--- src/rtl/ptt_pkg.sv ---
// ---------------------------------------------------------------------------
// ptt_pkg: shared types for the page table translate block
// Entry layout, request modes, status codes and the per-request action.
// ---------------------------------------------------------------------------
package ptt_pkg;

   localparam int PHYS_W   = 8;
   localparam int VIRT_W   = 10;
   localparam int TOTAL_W  = 9;
   localparam int MAPPED_W = 10;
   localparam int FAULT_W  = 16;

   typedef enum logic [1:0] {
      MODE_MAP       = 2'd0,
      MODE_UNMAP     = 2'd1,
      MODE_TRANSLATE = 2'd2,
      MODE_WR_CHECK  = 2'd3
   } mode_type;

   typedef logic [1:0] status_type;

   localparam status_type ST_OK         = 2'd0;
   localparam status_type ST_INVALID    = 2'd1;
   localparam status_type ST_NOT_MAPPED = 2'd2;
   localparam status_type ST_READ_ONLY  = 2'd3;

   typedef struct packed {
      logic [PHYS_W-1:0] phys;
      logic              present;
      logic              writable;
      logic              user;
   } entry_type;

   localparam entry_type ENTRY_EMPTY = '0;

   // what one request does to the table and the counters
   typedef struct packed {
      logic              wr_en;
      entry_type         wr_entry;
      status_type        status;
      logic [PHYS_W-1:0] phys_out;
      logic              cnt_inc;
      logic              cnt_dec;
      logic              fault;
   } action_type;

endpackage

--- src/rtl/ptt_decide.sv ---
// ---------------------------------------------------------------------------
// ptt_decide: request decision logic
// From the mode, range checks and current entry, picks status, result page,
// the entry update and the counter steps.
// ---------------------------------------------------------------------------
module ptt_decide
   import ptt_pkg::*;
(
   input  mode_type          mode,
   input  logic              in_range,
   input  logic              pp_ok,
   input  logic [PHYS_W-1:0] map_page,
   input  logic              writable,
   input  logic              user,
   input  entry_type         entry,
   output action_type        act
);

   always_comb begin
      act          = '0;
      act.status   = ST_OK;
      act.wr_entry = ENTRY_EMPTY;
      unique case (mode)
         MODE_MAP: begin
            if (!in_range || !pp_ok) begin
               act.status = ST_INVALID;
            end else begin
               act.wr_en             = 1'b1;
               act.wr_entry.phys     = map_page;
               act.wr_entry.present  = 1'b1;
               act.wr_entry.writable = writable;
               act.wr_entry.user     = user;
               act.cnt_inc           = !entry.present;
               act.phys_out          = map_page;
            end
         end
         MODE_UNMAP: begin
            if (!in_range) begin
               act.status = ST_INVALID;
            end else if (!entry.present) begin
               act.status = ST_NOT_MAPPED;
               act.fault  = 1'b1;
            end else begin
               act.phys_out = entry.phys;
               act.wr_en    = 1'b1;
               act.cnt_dec  = 1'b1;
            end
         end
         MODE_TRANSLATE: begin
            if (!in_range) begin
               act.status = ST_INVALID;
            end else if (!entry.present) begin
               act.status = ST_NOT_MAPPED;
            end else begin
               act.phys_out = entry.phys;
            end
         end
         MODE_WR_CHECK: begin
            // out-of-range pages were already clamped to the last entry
            if (!entry.present) begin
               act.status = ST_NOT_MAPPED;
               act.fault  = 1'b1;
            end else if (!entry.writable) begin
               act.status = ST_READ_ONLY;
            end else begin
               act.phys_out = entry.phys;
            end
         end
         default: act.status = ST_INVALID;
      endcase
   end

endmodule

--- config.mk ---
export PLATFORM = sky130hd
export DESIGN_NAME = ptt_decide
export DESIGN_NICKNAME = d
export VERILOG_FILES = /design/src/rtl/ptt_pkg.sv /design/src/rtl/ptt_decide.sv
export SDC_FILE = /design/constraint.sdc
export NUM_CORES = 1
export LEC_CHECK = 0
export BUFFER_PORTS_ARGS = -buffer_cell sky130_fd_sc_hd__buf_4
export CORE_AREA = 3 3 40 42
export DETAILED_ROUTE_END_ITERATION = 8
export DIE_AREA = 0 0 43 45
export GPL_ROUTABILITY_DRIVEN = 1
export GPL_TIMING_DRIVEN = 0
export PLACE_DENSITY = 0.72
export SLEW_MARGIN = 15
export SYNTH_ARGS = -nofsm -noshare
export SYNTH_HDL_FRONTEND = slang
export SYNTH_SLANG_ARGS = --single-unit
--- constraint.sdc ---
create_clock -name vclk -period 1.1
set_input_delay 0 -clock vclk [all_inputs]
set_output_delay 0 -clock vclk [all_outputs]
set_load 0.1 [all_outputs]
==> run summary <==
FILL cells: 89
vias per cell: 4.93
Slowest cell on crit path: a32o_2
Post-Synth XOR/XNOR Area: 0%
post-synth net total: 71
count of cell types in the netlist: 18
first-pass GRT wire length: 2690 um
CP bufs+invs: 3
Ports: 50
hold_sp: entry[2]
core area: 1280 sq um
Die Width: 43 um
Max-Cap Viols: 0
Max stage delay on crit path: 300 ps
setup TNS: 0 ps
I/O Buffers: 49
Starting DRT DRC Count: 1
Overall Power: 0.000578 W
Starting Density: 25.3%
post-synthesis compound-gate area fraction: 35.4%
Seq cells: 0
detailed-route via count: 527
P_leak: 0.507 nW
detailed placement HPWL: 1160 um
Slew @ Worst Pin: 281 ps
post-synthesis mux area share: 0%
status: complete, no violations
Synth Area in Simple Gates: 37.3%
Rows: 13
count of final setup violators: 0
grt total ovfl: 0
diode count: 0
DRC Markers: 0
YS warnings: 0
Post-layout nets: 123
register area: 0 sq um
largest family of logic cells by synthesized area: simple AND/OR/NAND/NOR gates
Mapped Cells: 42
slew margin rel.: 81.4%
commonest non-fill, non-tap cell in the layout: buf_4
CP Launch Type: input pin
Placer Congestion: 0.661
Req. time, crit path: 1100 ps
routed length per instance: 16.0 um
kind of end point of the critical path: output pin
die area: 1940 sq um
final worst slack: 4.70 ps
share of post-route cells with drive strength above 1: 91.3%
VDD IR max: 398 uV
area grow syn2layout: 203%
Crit path max-delay family: compound AO/OA/AOI/OAI gates
die span in y: 45 um
FMAX: 913 MHz
first-pass iteration count of the detailed router: 3
Routed WL: 1710 um
Synth Area in Adders: 15.4%
synthesized area per cell: 7.75 sq um
worst slack, placed: -228 ps
Tmin final: 1100 ps
area taken by multi-input logic gates: 377 sq um
Final Hold Fails: 0
Slew Viols, Final: 0
Final period util: 99.6%
ANT nets after route: 0
worst hold slack: 382 ps
CLK BUF: 0
RSZ-0062 raised after global routing: true
most frequent cells in the layout: buf_4, buf_6, a32o_2, and2_4, buf_12
number of global-route vias before repair: 560
WP data arrival: 1100 ps
cell area after synthesis: 325 sq um
GR Util All Layers: 17.4%
Pwr per Cell Area: 586 nW/um^2
Worst Hold Class: in2out
CP cell instances: buf_8 -> inv_4 -> ha_4 -> a22o_4 -> a32o_2 -> buf_12
initial antenna violation count: 0
Crit Path Category: in2out
largest net degree at the start of global routing: 11
hold buffers post-CTS: 0
worst-path fanout max: 8
crit path from: mode[1]
Seq/Total Area, Yosys: 0%
[path summary, 6_finish.rpt]
kind | cells past startpoint | end
max | 6 | act[10]
min | 3 | act[0]
[layout make-up]
class	count	area share (%)
timing repair buffer	50	55.1
multi-input combinational	36	38.2
buffer	3	3.17
tap	15	1.90
inverter	3	1.65
[cell families (layout without fill, tap and decap cells)]
logic type,after synthesis,after routing
and+or+nand+nor,19,19
AOI/OAI and AO/OA,13,13
buffers and inverters,6,56
adders and majority gates,4,4
[synth_stat cells (all sizes together)]
cell     n  area [sq um]
and2    10          62.6
a32o     8          80.1
ha       4          50.1
buf      3          27.5
inv      3          11.3
a21oi    2          10.0
and3     2          13.8
nand3b   2          15.0
a21bo    1          10.0
a22o     1          8.76
a31oi    1          6.26
and2b    1          7.51
nand2b   1          6.26
nor2     1          3.75
nor2b    1          6.26
or2      1          6.26
[where the power goes]
group,switching [W],total (W),internal (W)
sequential,0,0,0
combinational,0.000361,0.000578,0.000218
clock,0,0,0
total,0.000361,0.000578,0.000218
[timing repair]
item | in CTS | in global routing
gates resized for setup | 45 | 6
pin swaps | 9 | 3
buffers inserted | 0 | 1
endpoints found under the setup margin | 22 | 19
[layer usage]
metal | GRT usage [%] | routed length [um]
met1 | 19.5 | 597
met2 | 33.5 | 883
met3 | 3.19 | 198
met4 | 4.82 | 28
met5 | 0 | 0
[per-stage QoR]
| stage | cells | instance area (sq um) | util [%] |
|---|---|---|---|
| 2_1_floorplan | 42 | 392 | - |
| 3_3_place_gp | 106 | 778 | 60.6 |
| 3_5_place_dp | 106 | 778 | 60.6 |
| 4_1_cts | 106 | 960 | 74.7 |
| 5_1_grt | 107 | 986 | 76.7 |
| 6_report | 107 | 986 | 76.7 |
(Power assumes the default switching activity.)
